## src/rtl/fogr_pkg.sv

```systemverilog
// fog ramp package: field widths, command codes, payload and control structs
// and the fixed fog curve; no dependencies
`timescale 1ns / 1ps
`default_nettype none

package fogr_pkg;

  localparam int RAMP_ENTRIES = 128;
  localparam int CURVE_POINTS = 17;
  localparam int RAMP_AW      = $clog2(RAMP_ENTRIES);
  localparam int NEAR_W       = 27;
  localparam int DEPTH_W      = 31;
  localparam int OUT_W        = 13;
  localparam int Q_W          = DEPTH_W - 4;
  localparam int Q8_W         = NEAR_W - 4;
  localparam int SHIFT_W      = 5;
  localparam int REM_W        = Q8_W + 1;
  localparam int STEP_W       = 6;
  localparam int DIVC_W       = $clog2(STEP_W);
  localparam int T_W          = 13;
  localparam int FRAC_W       = 16;
  localparam int PROD_W       = 14 + FRAC_W + 1;
  localparam int CURVE_AW     = $clog2(CURVE_POINTS);

  localparam logic [NEAR_W-1:0]  NEAR_RESET = 27'd131072;
  localparam logic [OUT_W-1:0]   ONE_Q12    = 13'd4096;
  localparam logic [SHIFT_W-1:0] SEG_SHIFT  = 5'd7;

  localparam logic [1:0] CMD_REBUILD = 2'd0;
  localparam logic [1:0] CMD_INTERP  = 2'd1;
  localparam logic [1:0] CMD_NEAREST = 2'd2;

  typedef struct packed {
    logic [1:0]         command;
    logic [DEPTH_W-1:0] depth;
  } fogr_in_t;

  typedef struct packed {
    logic [OUT_W-1:0] weight;
    logic [OUT_W-1:0] fog_amount;
  } fogr_out_t;

  typedef struct packed {
    logic latch_in;
    logic log_init;
    logic log_step;
    logic div_init;
    logic div_step;
    logic fill_step;
    logic rd;
    logic mul;
    logic fin;
  } fogr_cmd_t;

  typedef struct packed {
    logic m_zero;
    logic fill_last;
  } fogr_stat_t;

  function automatic logic [7:0] fog_curve(input logic [CURVE_AW-1:0] idx);
    logic [7:0] v;
    case (idx)
      5'd0:    v = 8'h00;
      5'd1:    v = 8'h00;
      5'd2:    v = 8'h26;
      5'd3:    v = 8'h4C;
      5'd4:    v = 8'h5E;
      5'd5:    v = 8'h70;
      5'd6:    v = 8'h85;
      5'd7:    v = 8'h99;
      5'd8:    v = 8'hB0;
      5'd9:    v = 8'hBD;
      5'd10:   v = 8'hD1;
      5'd11:   v = 8'hDC;
      5'd12:   v = 8'hE6;
      5'd13:   v = 8'hF0;
      5'd14:   v = 8'hF5;
      5'd15:   v = 8'hFA;
      default: v = 8'hFF;
    endcase
    return v;
  endfunction

endpackage

`default_nettype wire

```

## src/rtl/fog_ramp_build_and_lookup.sv

```systemverilog
// lookup (interpolated or nearest): the start transfer is followed by ramp read,
//   interpolation multiply and result register, then the result strobe; an unused
//   command goes straight to the result register; a new start is taken once idle again
// rebuild: log2 count, step divide, then one ramp entry per cycle over 128, then the
//   result register and strobe; result is zero
// synchronous active-low reset clears control, near distance 131072; no output stall
`timescale 1ns / 1ps
`default_nettype none

module fog_ramp_build_and_lookup import fogr_pkg::*; (
  input  logic              clk,
  input  logic              rst_n,
  input  logic              start,
  output logic              busy,
  input  fogr_in_t          in_payload,
  output logic              out_strobe,
  output fogr_out_t         out_payload,
  input  logic              cfg_we,
  input  logic [NEAR_W-1:0] cfg_wdata
);

  fogr_cmd_t  cmd;
  fogr_stat_t stat;

  fogr_ctrl u_ctrl (
    .clk        (clk),
    .rst_n      (rst_n),
    .start      (start),
    .in_command (in_payload.command),
    .stat       (stat),
    .busy       (busy),
    .cmd        (cmd)
  );

  fogr_dpath u_dpath (
    .clk         (clk),
    .rst_n       (rst_n),
    .in_payload  (in_payload),
    .cfg_we      (cfg_we),
    .cfg_wdata   (cfg_wdata),
    .cmd         (cmd),
    .stat        (stat),
    .out_strobe  (out_strobe),
    .out_payload (out_payload)
  );

endmodule

`default_nettype wire

```

## src/rtl/fogr_ctrl.sv

```systemverilog
// fog ramp controller: state machine sequencing rebuild and lookup work
// depends on fogr_pkg
`timescale 1ns / 1ps
`default_nettype none

module fogr_ctrl import fogr_pkg::*; (
  input  logic       clk,
  input  logic       rst_n,
  input  logic       start,
  input  logic [1:0] in_command,
  input  fogr_stat_t stat,
  output logic       busy,
  output fogr_cmd_t  cmd
);

  typedef enum logic [6:0] {
    ST_IDLE = 7'b0000001,
    ST_LOG  = 7'b0000010,
    ST_DIV  = 7'b0000100,
    ST_FILL = 7'b0001000,
    ST_RD   = 7'b0010000,
    ST_MUL  = 7'b0100000,
    ST_DONE = 7'b1000000
  } state_t;

  state_t              state_r, state_nxt;
  logic [DIVC_W-1:0]   div_cnt_r, div_cnt_nxt;

  always_comb begin
    state_nxt   = state_r;
    div_cnt_nxt = div_cnt_r;
    cmd         = '0;
    unique case (state_r)
      ST_IDLE: begin
        if (start) begin
          cmd.latch_in = 1'b1;
          unique case (in_command) inside
            CMD_REBUILD: begin
              cmd.log_init = 1'b1;
              state_nxt    = ST_LOG;
            end
            CMD_INTERP, CMD_NEAREST: state_nxt = ST_RD;
            default: state_nxt = ST_DONE;
          endcase
        end
      end
      ST_LOG: begin
        // one bit of the log2 count per cycle
        if (stat.m_zero) begin
          cmd.div_init = 1'b1;
          div_cnt_nxt  = '0;
          state_nxt    = ST_DIV;
        end else begin
          cmd.log_step = 1'b1;
        end
      end
      ST_DIV: begin
        cmd.div_step = 1'b1;
        div_cnt_nxt  = div_cnt_r + 1'b1;
        if (div_cnt_r == DIVC_W'(STEP_W - 1)) begin
          state_nxt = ST_FILL;
        end
      end
      ST_FILL: begin
        cmd.fill_step = 1'b1;
        if (stat.fill_last) begin
          state_nxt = ST_DONE;
        end
      end
      ST_RD: begin
        cmd.rd    = 1'b1;
        state_nxt = ST_MUL;
      end
      ST_MUL: begin
        cmd.mul   = 1'b1;
        state_nxt = ST_DONE;
      end
      ST_DONE: begin
        cmd.fin   = 1'b1;
        state_nxt = ST_IDLE;
      end
      default: state_nxt = ST_IDLE;
    endcase
  end

  always_ff @(posedge clk) begin
    if (!rst_n) begin
      state_r   <= ST_IDLE;
      div_cnt_r <= '0;
    end else begin
      state_r   <= state_nxt;
      div_cnt_r <= div_cnt_nxt;
    end
  end

  assign busy = (state_r != ST_IDLE);

endmodule

`default_nettype wire

```

## src/rtl/fogr_dpath.sv

```systemverilog
// fog ramp datapath: near distance register, log2 counter, step divider,
// ramp fill, ramp memory, lookup arithmetic and result register; uses fogr_pkg
`timescale 1ns / 1ps
`default_nettype none

module fogr_dpath import fogr_pkg::*; (
  input  logic              clk,
  input  logic              rst_n,
  input  fogr_in_t          in_payload,
  input  logic              cfg_we,
  input  logic [NEAR_W-1:0] cfg_wdata,
  input  fogr_cmd_t         cmd,
  output fogr_stat_t        stat,
  output logic              out_strobe,
  output fogr_out_t         out_payload
);

  logic [NEAR_W-1:0]  near_r;
  logic [SHIFT_W-1:0] ds_r;
  logic [1:0]         cmd_r;
  logic [Q_W-1:0]     q_r;

  // rebuild state
  logic [Q8_W-1:0]    m_r;
  logic [Q8_W-1:0]    q8_r;
  logic [Q8_W-1:0]    q8_in;
  logic [REM_W-1:0]   rem_r;
  logic [REM_W-1:0]   rem_nxt;
  logic               rem_ge;
  logic [STEP_W-1:0]  quo_r;
  logic [RAMP_AW-1:0] idx_r;
  logic [T_W-1:0]     t_r;

  // fill value
  logic [3:0]         seg;
  logic [7:0]         curve_a, curve_b;
  logic [15:0]        fill_prod;
  logic [7:0]         fill_val;

  // ramp memory
  logic [7:0]         ramp_mem [RAMP_ENTRIES];
  logic [7:0]         rd0_r, rd1_r;

  // lookup address stage
  logic [SHIFT_W-1:0] k_sh;
  logic [Q_W-1:0]     idx_full;
  logic [RAMP_AW-1:0] idx_i;
  logic [FRAC_W:0]    frac_mask;
  logic [SHIFT_W-1:0] near_lsh;
  logic [Q_W-1:0]     near_tmp;
  logic [RAMP_AW-1:0] near_idx;
  logic [RAMP_AW-1:0] addr_a, addr_b;
  logic               past_r, npast_r, last_r;
  logic [FRAC_W-1:0]  frac_r;
  logic [SHIFT_W-1:0] k_r;

  // multiply and finish
  logic signed [13:0]       lo_s, hi_s, diff_s;
  logic signed [PROD_W-1:0] prod_r;
  logic [PROD_W-1:0]        bias;
  logic signed [PROD_W-1:0] sh_s;
  logic signed [31:0]       w_full;
  logic [OUT_W-1:0]         w_clamp;
  fogr_out_t                res;
  fogr_out_t                out_r;
  logic                     strobe_r;

  // config and depth shift
  always_ff @(posedge clk) begin
    if (!rst_n) begin
      near_r <= NEAR_RESET;
      ds_r   <= '0;
    end else begin
      if (cfg_we) begin
        near_r <= cfg_wdata;
      end
      if (cmd.log_init) begin
        ds_r <= '0;
      end else if (cmd.log_step) begin
        ds_r <= ds_r + 1'b1;
      end
    end
  end

  // near distance in Q8, zero taken as one
  assign q8_in = (near_r[NEAR_W-1:4] == '0) ? Q8_W'(1) : near_r[NEAR_W-1:4];

  // restoring divide: step = 2^(shift+5) / q8, always in 32..63
  assign rem_ge  = (rem_r >= {1'b0, q8_r});
  assign rem_nxt = rem_ge ? (rem_r - {1'b0, q8_r}) : rem_r;

  // ramp sample at position t, linear between two curve points
  assign seg       = t_r[11:8];
  assign curve_a   = fog_curve({1'b0, seg});
  assign curve_b   = fog_curve({1'b0, seg} + 5'd1);
  assign fill_prod = {8'd0, curve_b - curve_a} * {8'd0, t_r[7:0]};
  assign fill_val  = t_r[12] ? 8'hFF : (curve_a + fill_prod[15:8]);

  always_ff @(posedge clk) begin
    if (cmd.latch_in) begin
      cmd_r <= in_payload.command;
      q_r   <= in_payload.depth[DEPTH_W-1:4];
    end
    if (cmd.log_init) begin
      q8_r <= q8_in;
      m_r  <= q8_in - 1'b1;
    end else if (cmd.log_step) begin
      m_r <= m_r >> 1;
    end
    if (cmd.div_init) begin
      rem_r <= REM_W'(1) << ds_r;
      idx_r <= '0;
      t_r   <= '0;
    end else if (cmd.div_step) begin
      rem_r <= rem_nxt << 1;
      quo_r <= {quo_r[STEP_W-2:0], rem_ge};
    end else if (cmd.fill_step) begin
      idx_r <= idx_r + 1'b1;
      if (!t_r[12]) begin
        t_r <= t_r + T_W'(quo_r);
      end
    end
  end

  assign stat.m_zero    = (m_r == '0);
  assign stat.fill_last = (idx_r == RAMP_AW'(RAMP_ENTRIES - 1));

  // lookup addressing
  assign k_sh      = (ds_r >= SEG_SHIFT) ? (ds_r - SEG_SHIFT) : '0;
  assign idx_full  = q_r >> k_sh;
  assign idx_i     = idx_full[RAMP_AW-1:0];
  assign frac_mask = ((FRAC_W + 1)'(1) << k_sh) - 1'b1;
  assign near_lsh  = SEG_SHIFT - ds_r;
  assign near_tmp  = q_r << near_lsh;
  assign near_idx  = (ds_r >= SEG_SHIFT) ? idx_i : near_tmp[RAMP_AW-1:0];
  assign addr_a    = (cmd_r == CMD_NEAREST) ? near_idx : idx_i;
  assign addr_b    = idx_i + 1'b1;

  always_ff @(posedge clk) begin
    if (cmd.fill_step) begin
      ramp_mem[idx_r] <= fill_val;
    end
    if (cmd.rd) begin
      rd0_r <= ramp_mem[addr_a];
      rd1_r <= ramp_mem[addr_b];
    end
  end

  always_ff @(posedge clk) begin
    if (cmd.rd) begin
      past_r  <= ((q_r >> (k_sh + SEG_SHIFT)) != '0);
      npast_r <= ((q_r >> ds_r) != '0);
      last_r  <= (idx_i == RAMP_AW'(RAMP_ENTRIES - 1));
      frac_r  <= q_r[FRAC_W-1:0] & frac_mask[FRAC_W-1:0];
      k_r     <= k_sh;
    end
    if (cmd.mul) begin
      prod_r <= PROD_W'(diff_s) * PROD_W'($signed({1'b0, frac_r}));
    end
  end

  // the last entry interpolates toward full weight
  assign lo_s   = $signed({2'b00, rd0_r, 4'b0000});
  assign hi_s   = last_r ? $signed({1'b0, ONE_Q12}) : $signed({2'b00, rd1_r, 4'b0000});
  assign diff_s = hi_s - lo_s;

  // divide by 2^k rounding toward zero
  assign bias   = prod_r[PROD_W-1] ? ((PROD_W'(1) << k_r) - 1'b1) : '0;
  assign sh_s   = $signed(prod_r + bias) >>> k_r;
  assign w_full = $signed({20'd0, rd0_r, 4'b0000}) + 32'(sh_s);

  always_comb begin
    if (w_full < 32'sd0) begin
      w_clamp = '0;
    end else if (w_full > 32'sd4096) begin
      w_clamp = ONE_Q12;
    end else begin
      w_clamp = w_full[OUT_W-1:0];
    end
  end

  always_comb begin
    res = '0;
    unique case (cmd_r)
      CMD_INTERP: begin
        res.weight     = past_r ? ONE_Q12 : w_clamp;
        res.fog_amount = ONE_Q12 - res.weight;
      end
      CMD_NEAREST: begin
        res.weight = npast_r ? OUT_W'(8'hFF) : OUT_W'(rd0_r);
      end
      default: res = '0;
    endcase
  end

  always_ff @(posedge clk) begin
    if (cmd.fin) begin
      out_r <= res;
    end
  end

  always_ff @(posedge clk) begin
    if (!rst_n) begin
      strobe_r <= 1'b0;
    end else begin
      strobe_r <= cmd.fin;
    end
  end

  assign out_strobe  = strobe_r;
  assign out_payload = out_r;

endmodule

`default_nettype wire

```

## config.mk

```make
export PLATFORM = sky130hd
export DESIGN_NAME = fog_ramp_build_and_lookup
export DESIGN_NICKNAME = d
export VERILOG_FILES = /design/src/rtl/fogr_pkg.sv /design/src/rtl/fog_ramp_build_and_lookup.sv /design/src/rtl/fogr_ctrl.sv /design/src/rtl/fogr_dpath.sv
export SDC_FILE = /design/constraint.sdc
export NUM_CORES = 2
export LEC_CHECK = 0
export BUFFER_PORTS_ARGS = -buffer_cell sky130_fd_sc_hd__buf_2
export CELL_PAD_IN_SITES_DETAIL_PLACEMENT = 1
export CELL_PAD_IN_SITES_GLOBAL_PLACEMENT = 2
export CORE_ASPECT_RATIO = 0.8
export CORE_MARGIN = 5
export CORE_UTILIZATION = 47
export CTS_CLUSTER_SIZE = 30
export DETAILED_ROUTE_END_ITERATION = 6
export GPL_ROUTABILITY_DRIVEN = 0
export GPL_TIMING_DRIVEN = 0
export HOLD_SLACK_MARGIN = 0.1
export MAX_ROUTING_LAYER = met4
export PLACE_DENSITY = 0.85
export SLEW_MARGIN = 30
export SYNTH_ARGS = -nofsm -noshare
export SYNTH_HDL_FRONTEND = slang
export SYNTH_HIERARCHICAL = 1
export SYNTH_SLANG_ARGS = --single-unit
export TNS_END_PERCENT = 5
```

## constraint.sdc

```tcl
create_clock -name clk -period 22.3 [get_ports clk]
set_input_delay 6.69 -clock clk [delete_from_list [all_inputs] [get_ports clk]]
set_output_delay 6.69 -clock clk [all_outputs]
set_load 0.02 [all_outputs]
```

Word level (Yosys, flattened, before mapping)
Memory sizes are Yosys's and may differ from the RTL's. A register that Yosys moved wholly into a read port is not among the register bits.
Cells that the tools add are included.
{"block": "word_totals", "regBits": 249, "mem_bits_rw": 1024, "mem_bits_ro": 256, "inputBits": 64, "output_inout_bits": 28, "word_cells": 139, "n_memories": 3}
{"block": "op_classes", "add_sub_neg": 19, "n_mul": 2, "n_lt_le_gt_ge": 4, "n_eq_ne": 19, "n_shift": 8, "n_mux": 42, "n_bitwise": 5, "reduce_logical": 15}
{"memory": "u_dpath.ramp_mem", "depth": 128, "word_bits": 8, "read_ports": 2, "rd_ports_with_merged_regs": 2, "write_ports": 1, "line_no": "fogr_dpath.sv:41", "rtl": "logic [7:0] ramp_mem [RAMP_ENTRIES];"}
{"memory": "(no name shown)", "depth": 16, "word_bits": 8, "read_ports": 1, "rd_ports_with_merged_regs": 0, "write_ports": 0, "line_no": "fogr_pkg.sv:62", "rtl": "case (idx)"}
{"memory": "(no name shown)", "depth": 16, "word_bits": 8, "read_ports": 1, "rd_ports_with_merged_regs": 1, "write_ports": 0, "line_no": "fogr_pkg.sv:62"}
{"op": "23-bit two-way mux", "n": 4}
{"op": "13-bit two-way mux", "n": 5}
{"op": "27-bit nonzero test", "n": 2}
{"op": "27-bit by 5-bit right shift with 27-bit output", "n": 2}
{"op": "24-bit two-way mux", "n": 2}
{"op": "23-bit logical NOT", "n": 2}
{"op": "7-bit two-way mux", "n": 6}
{"op": "7-bit one-hot mux with 6 select lines", "n": 1}
{"op": "13-bit by 31-bit adder with 32-bit output", "n": 1}
{"op": "32-bit by 14-bit greater-than comparator with 1-bit output, second input constant", "n": 1}
{"op": "32-bit by 1-bit < comparator with 1-bit output, second input constant", "n": 1}
{"op": "31-bit adder", "n": 1}
{"op": "14-bit by 17-bit multiplier with 31-bit output", "n": 1}
{"op": "31-bit two-way mux", "n": 1}
{"op": "1-bit by 5-bit left shift with 31-bit output, first input constant", "n": 1}
{"op": "31-bit by 5-bit >>> shifter with 31-bit output", "n": 1}
{"op": "31-bit by 1-bit subtractor with 31-bit output, second input constant", "n": 1}
{"op": "27-bit by 5-bit left shift with 7-bit output", "n": 1}
{"op": "27-bit by 5-bit right shift with 7-bit output", "n": 1}
{"op": "13-bit one-hot mux with 2 select lines", "n": 1}
{"op": "24-bit by 23-bit >= comparator with 1-bit output", "n": 1}
{"op": "8-bit two-way mux", "n": 3}
{"op": "1-bit by 5-bit left shift with 24-bit output, first input constant", "n": 1}
{"op": "23-bit by 1-bit subtractor with 23-bit output, second input constant", "n": 1}
{"op": "other kinds (45)", "n": 72}

Depth between registers and ports, before layout
{"block": "logic_depth", "depth_word": 11, "mapped_depth": 48, "mapped_depth_nobuf": 44}

Hierarchy
The synthesis kept the hierarchy.
{"mod": "fogr_dpath", "instances": 1, "cells_per_inst": 7364, "area_each_um2": 79072.1, "seq_area_each_um2": 37836.3}
{"mod": "fogr_ctrl", "instances": 1, "cells_per_inst": 83, "area_each_um2": 715.7, "seq_area_each_um2": 200.2}

Worst setup path before layout
OpenSTA, ideal clock, no wires.
{"block": "synth_path", "kind": "reg2reg", "start": "register u_dpath.t_r[8]", "end": "memory u_dpath.ramp_mem[0][7], data pin", "setup_time_ns": 0.552, "arrival_ns": 8.896, "setup_slack_ns": 12.852, "path_stages_with_launch": 37, "synth_period_minus_slack_ns": 9.448, "path_cell_list": "dfxtp_1 ha_1 clkbuf_1 inv_1 nor2_1 or2_2 nand2_1 o21ai_0 nor2_1 ha_1 fa_1 nor2b_1 o21ai_0 nand2b_1 a21o_1 a21oi_1 xnor2_1 nand2_1 fa_1 fa_1 inv_1 fa_1 fa_1 ha_1 nor2b_1 o21a_1 o21a_1 o21a_1 o21a_1 o21a_1 o21a_1 nor2_1 ha_1 a21oi_1 xnor2_1 xnor2_1 nand2b_1"}
{"block": "synth_via", "elab_chain_cells": 7}
{"item": "start, declared", "line_no": "fogr_dpath.sv:32", "rtl": "logic [T_W-1:0] t_r;"}
{"item": "start signal, assigned", "line_no": "fogr_dpath.sv:120", "rtl": "t_r <= t_r + T_W'(quo_r);"}
{"item": "4-bit by 1-bit adder with 5-bit output *", "line_no": "fogr_dpath.sv:95", "rtl": "assign curve_b = fog_curve({1'b0, seg} + 5'd1);"}
{"item": "memory read 16 x 8 bit"}
{"item": "8-bit two-way mux *", "line_no": "fogr_pkg.sv:62"}
{"item": "8-bit subtractor *", "line_no": "fogr_dpath.sv:96", "rtl": "assign fill_prod = {8'd0, curve_b - curve_a} * {8'd0, t_r[7:0]};"}
{"item": "8-bit by 8-bit multiplier with 16-bit output *", "line_no": "fogr_dpath.sv:96"}
{"item": "8-bit adder *", "line_no": "fogr_dpath.sv:97", "rtl": "assign fill_val = t_r[12] ? 8'hFF : (curve_a + fill_prod[15:8]);"}
{"item": "8-bit two-way mux *", "line_no": "fogr_dpath.sv:97"}
{"item": "via u_dpath.fill_val[7]", "line_no": "fogr_dpath.sv:38", "rtl": "logic [7:0] fill_val;"}
{"item": "end, declared", "line_no": "fogr_dpath.sv:41"}
Mark *: on every way through the listed nets, which the timed path passes. The rest lies on a longest branch.

Worst setup path after layout
{"block": "layout_path", "start": "register u_dpath.k_r[3]", "end": "register u_dpath.out_r (netlist bit u_dpath/out_payload[12]), data pin"}
{"block": "layout_via", "elab_chain_cells": 11, "word_cells_on_any_way": 12, "cone_classes": "add/sub: 4; order compare: 2; shift: 2; mux: 4"}
{"item": "start, declared", "line_no": "fogr_dpath.sv:55", "rtl": "logic [SHIFT_W-1:0] k_r;"}
{"item": "start signal, assigned", "line_no": "fogr_dpath.sv:155", "rtl": "k_r <= k_sh;"}
{"item": "1-bit by 5-bit left shift with 31-bit output", "line_no": "fogr_dpath.sv:168", "rtl": "assign bias = prod_r[PROD_W-1] ? ((PROD_W'(1) << k_r) - 1'b1) : '0;"}
{"item": "31-bit by 1-bit subtractor with 31-bit output", "line_no": "fogr_dpath.sv:168"}
{"item": "31-bit two-way mux", "line_no": "fogr_dpath.sv:168"}
{"item": "31-bit adder", "line_no": "fogr_dpath.sv:169", "rtl": "assign sh_s = $signed(prod_r + bias) >>> k_r;"}
{"item": "31-bit by 5-bit >>> shifter with 31-bit output *", "line_no": "fogr_dpath.sv:169"}
{"item": "13-bit by 31-bit adder with 32-bit output *", "line_no": "fogr_dpath.sv:170", "rtl": "assign w_full = $signed({20'd0, rd0_r, 4'b0000}) + 32'(sh_s);"}
{"item": "32-bit by 14-bit greater-than comparator with 1-bit output", "line_no": "fogr_dpath.sv:175", "rtl": "end else if (w_full > 32'sd4096) begin"}
{"item": "13-bit two-way mux", "line_no": "fogr_dpath.sv:175"}
{"item": "13-bit two-way mux *", "line_no": "fogr_dpath.sv:173", "rtl": "if (w_full < 32'sd0) begin"}
{"item": "13-bit two-way mux *", "line_no": "fogr_dpath.sv:186", "rtl": "res.weight = past_r ? ONE_Q12 : w_clamp;"}
{"item": "13-bit subtractor *", "line_no": "fogr_dpath.sv:187", "rtl": "res.fog_amount = ONE_Q12 - res.weight;"}
{"item": "end signal, assigned", "line_no": "fogr_dpath.sv:198", "rtl": "out_r <= res;"}
{"item": "end, declared", "line_no": "fogr_dpath.sv:65", "rtl": "fogr_out_t out_r;"}
Every way passes the cells marked *; elsewhere a longest branch is shown, timed or not.
A chain may end at the register's enable or synchronous reset.

==> impl_results.md <==
- Post-CTS Resized: 0
- Top cells by area, synth: edfxtp_1, mux2i_1, nand2_1
- Clock tree from TritonCTS: built
- Final Util: between 50% and 60%
- Max cap viols: 0
- R2R Setup Slk: around 9000 ps
- Row count: about 140
- Clk slew on worst S/H paths: 60 ps
- Sink Count: 1289
- #FFs+latches synth: 1289
- Core area: 0.169 sq mm
- Synthesized area: between 0.07 and 0.08 sq mm
- Worst R2R Start: u_dpath/k_r[3]$_DFFE_PP_
- Syn avg cell area: 10.7 sq um
- Hold wc startpoint: u_dpath/quo_r[3]$_DFFE_PP_
- Starting Density: 47.2%
- Synth Flop Type: edfxtp_1
- Cell variety after synth: ~110
- Tcrit/Tclk final: between 50% and 60%
- Rel. slew slack: about 15%
- Final Non-Filler Cells: between 10000 and 15000
- CP Launch Type: flop
- Sequential-to-total area share from yosys stat: a little under half
- Nets: a little over 8000
- Fmax: approximately 76 MHz
- Worst reg2reg path depth: between 40 and 50
- Filler cell count: roughly 18000
- Tightest Pin Transition: 1270 ps
- Yosys warning count: 6
- Slowest cell on crit path: nor3_1
- Post-route DRC: ~350
- VDD IR-drop max: ~90 uV
- Status: finished, violations left
- Post-CTS Setup Bufs: 0
- Placed Cells incl. Taps: around 9800
- Via count: between 70000 and 80000
- Remaining global-route overflow: 0
- Root Driver: clkbuf_16
- Async set-reset flop share out of synthesis: 0%
- Post-DR vias/cell: between 6 and 7
- Die Span X: about 470 um
- First-pass GRT wire length: 502 mm
- FF/Latch Area: 0.0380 sq mm
- DRT antenna net count: 0
- Slew Limit Fails: 0
- H-tree Lvls: 4
- WL per Instance: approximately 36 um
- Pin count of the biggest net entering global routing: slightly above 60
- Vias in the first global route: 67900
- Top cell by count, worst path: a21oi_1
- HPWL Detailed: 271 mm
- Clock buffer depth: 3
- Req. time, crit path: 22890 ps
- Failing checks: DRC
- Synth-to-layout area growth: 11.2%
- Share of post-route cells with drive strength above 1: a little over a tenth
- Leading area contributor after synthesis: edfxtp_1
- Detailed Route Iter0 Violations: approximately 11000
- HP Class: flop to flop
- Setup CP Type: flop to flop
- Min Tclk post-route: roughly 13000 ps
- PortBufs: slightly above 80
- Share of the synthesized area in the top cell type: a little under half
- Worst reg2reg path endpoint: u_dpath/out_payload[12]$_SDFFCE_PP0P_
- Leakage: approximately 33 nW
- Syn Inst Count: between 7000 and 8000
- CP max stage delay: a little under 600 ps
- Final Power: between 6 and 7 mW
- CTS Hold Bufs: 0
- Setup repair after global routing missed its margin: no
- Arr. time, crit path: 13670 ps
- DIE AREA: 0.178 sq mm
- Cts bufs inserted: around 140
- P per Cell Area: between 70 and 80 mW/mm^2
- Post-synth EDFFs: 1222
- Finish-stage setup viols: 0
- Worst setup path end: u_dpath/out_payload[12]$_SDFFCE_PP0P_
- Number of hold violations in the final report: 0
- DRT Wirelength: ~360 mm
- IO Pins: 92
- Crit path from: u_dpath/k_r[3]$_DFFE_PP_
- Setup TNS Final: 0 ps
- Clock skew: between 50 and 60 ps
- Initial antenna violation count: 23
- Syn Nets: ~8000
- Crit Path Max Fanout: 10
- DR pass1 iterations: 7
- Die Y: roughly 380 um
- Clock Latency Late Sink: just over 800 ps
- Worst setup EP type: flop
- Tot GR Track Use: between 40% and 50%
- Multi-input logic area: 0.0388 sq mm
-- cells by family after synthesis --
kind of cell,Yosys count,synth area share [%]
AO/OA/AOI/OAI,1023,8.99
XOR/XNOR,146,1.61
adder cells (fa/ha/maj),409,7.85
buffers and inverters,802,3.97
flip-flops,1289,47.7
multiplexers,799,12.9
AND/OR/NAND/NOR,2979,17.0
-- worst max-delay path, delay by kind of cell, from the launching register on --
family,cells,cell delay [ps]
AO/OA/AOI/OAI,18,4330
adder cells (fa/ha/maj),5,1650
buffers and inverters,6,1570
flip-flops,1,510
AND/OR/NAND/NOR,16,4780
-- sequential cells by signal, summed over array words and instances, names as in the netlist, 13 cells and up --
name                 cells
u_dpath/ramp_mem      1024
u_dpath/prod_r          27
u_dpath/frac_r          16
u_dpath/q8_r            23
u_dpath/m_r             23
u_dpath/q_r             27
u_dpath/near_r          23
u_dpath/out_payload     26
u_dpath/t_r             13
u_dpath/rem_r           24
-- layer usage --
layer,GRT usage (%),vias to the layer above,part of all wire [%]
met2,54.0,5543,39
met1,51.7,35500,38
met4,19.1,0,6.2
li1,-,27800,-
met3,19.0,1395,16
met5,-,-,0
-- Yosys cell counts, drive strengths merged (8+ instances only) --
library cell and n:
nand2b 38, o21ai 158, o21a 26, nor4b 8
nor2b 115, or4 9, edfxtp 1222, nor2 415
o22ai 32, a21boi 16, ha 256, clkbuf 350
o221ai 9, or2 29, a211o 21, inv 291
a22o 10, mux2 15, dfxtp 67, and3 140
xor2 44, nor4 32, a21o 42, nand4 33
fa 153, nor3 101, mux4 177, nand3 439
xnor2 102, buf 155, nor3b 26, a211oi 45
nand4b 12, a311oi 180, nand2 1441, a31oi 43
o21bai 21, o31ai 18, a22oi 12, a21oi 244
o211ai 54, and2 110, or3 16, a2111oi 14
mux2i 607
-- per-stage QoR --
step	area, sq um	hold WS (ps)	worst slack [ps]
6_report	88700	489	9220
5_1_grt	88700	493	8700
4_1_cts	88500	488	9730
3_5_place_dp	83900	466	9840
3_3_place_gp	83000	464	9240
2_1_floorplan	79800	433	12850
-- layout by cell type (no fill, tap or decap), drive strengths merged, types with 67 or more instances in the layout --
| cell type | instances |
|---|---|
| a21oi | 244 |
| a311oi | 180 |
| and2 | 110 |
| and3 | 140 |
| buf | 272 |
| clkbuf | 522 |
| clkinv | 74 |
| dfxtp | 67 |
| edfxtp | 1222 |
| fa | 153 |
| ha | 256 |
| inv | 294 |
| mux2i | 607 |
| mux4 | 177 |
| nand2 | 1441 |
| nand3 | 439 |
| nor2 | 415 |
| nor2b | 115 |
| nor3 | 101 |
| o21ai | 158 |
| xnor2 | 102 |
-- where the power goes --
group	internal, mW	switching (mW)
sequential	2.65	0.0231
combinational	0.425	1.07
clock	1.35	1.07
total	4.42	2.16
-- how the worst min path moves through the flow --
stage / endpoint / slack (ps) / cells after the start
final: u_dpath/quo_r[4]$_DFFE_PP_ / 490 / 0
after global routing: u_dpath/quo_r[3]$_DFFE_PP_ / 490 / 0
after CTS: u_dpath/quo_r[3]$_DFFE_PP_ / 490 / 0
after detailed placement: u_dpath/quo_r[4]$_DFFE_PP_ / 470 / 0
after global placement: u_dpath/quo_r[4]$_DFFE_PP_ / 460 / 0
after floorplan: u_dpath/quo_r[1]$_DFFE_PP_ / 430 / 0
-- final cells by class --
type	instances	area share (%)
clock buffers	171	4.21
clock inverters	86	1.03
flip-flops and latches	1289	42.9
diodes	32	0.0902
repair buffers	118	1.17
well taps	2260	3.19
inverters	297	1.26
multi-input cells	5356	43.8
plain buffers	505	2.41
Note: power is estimated with default switching activity, not from simulation.
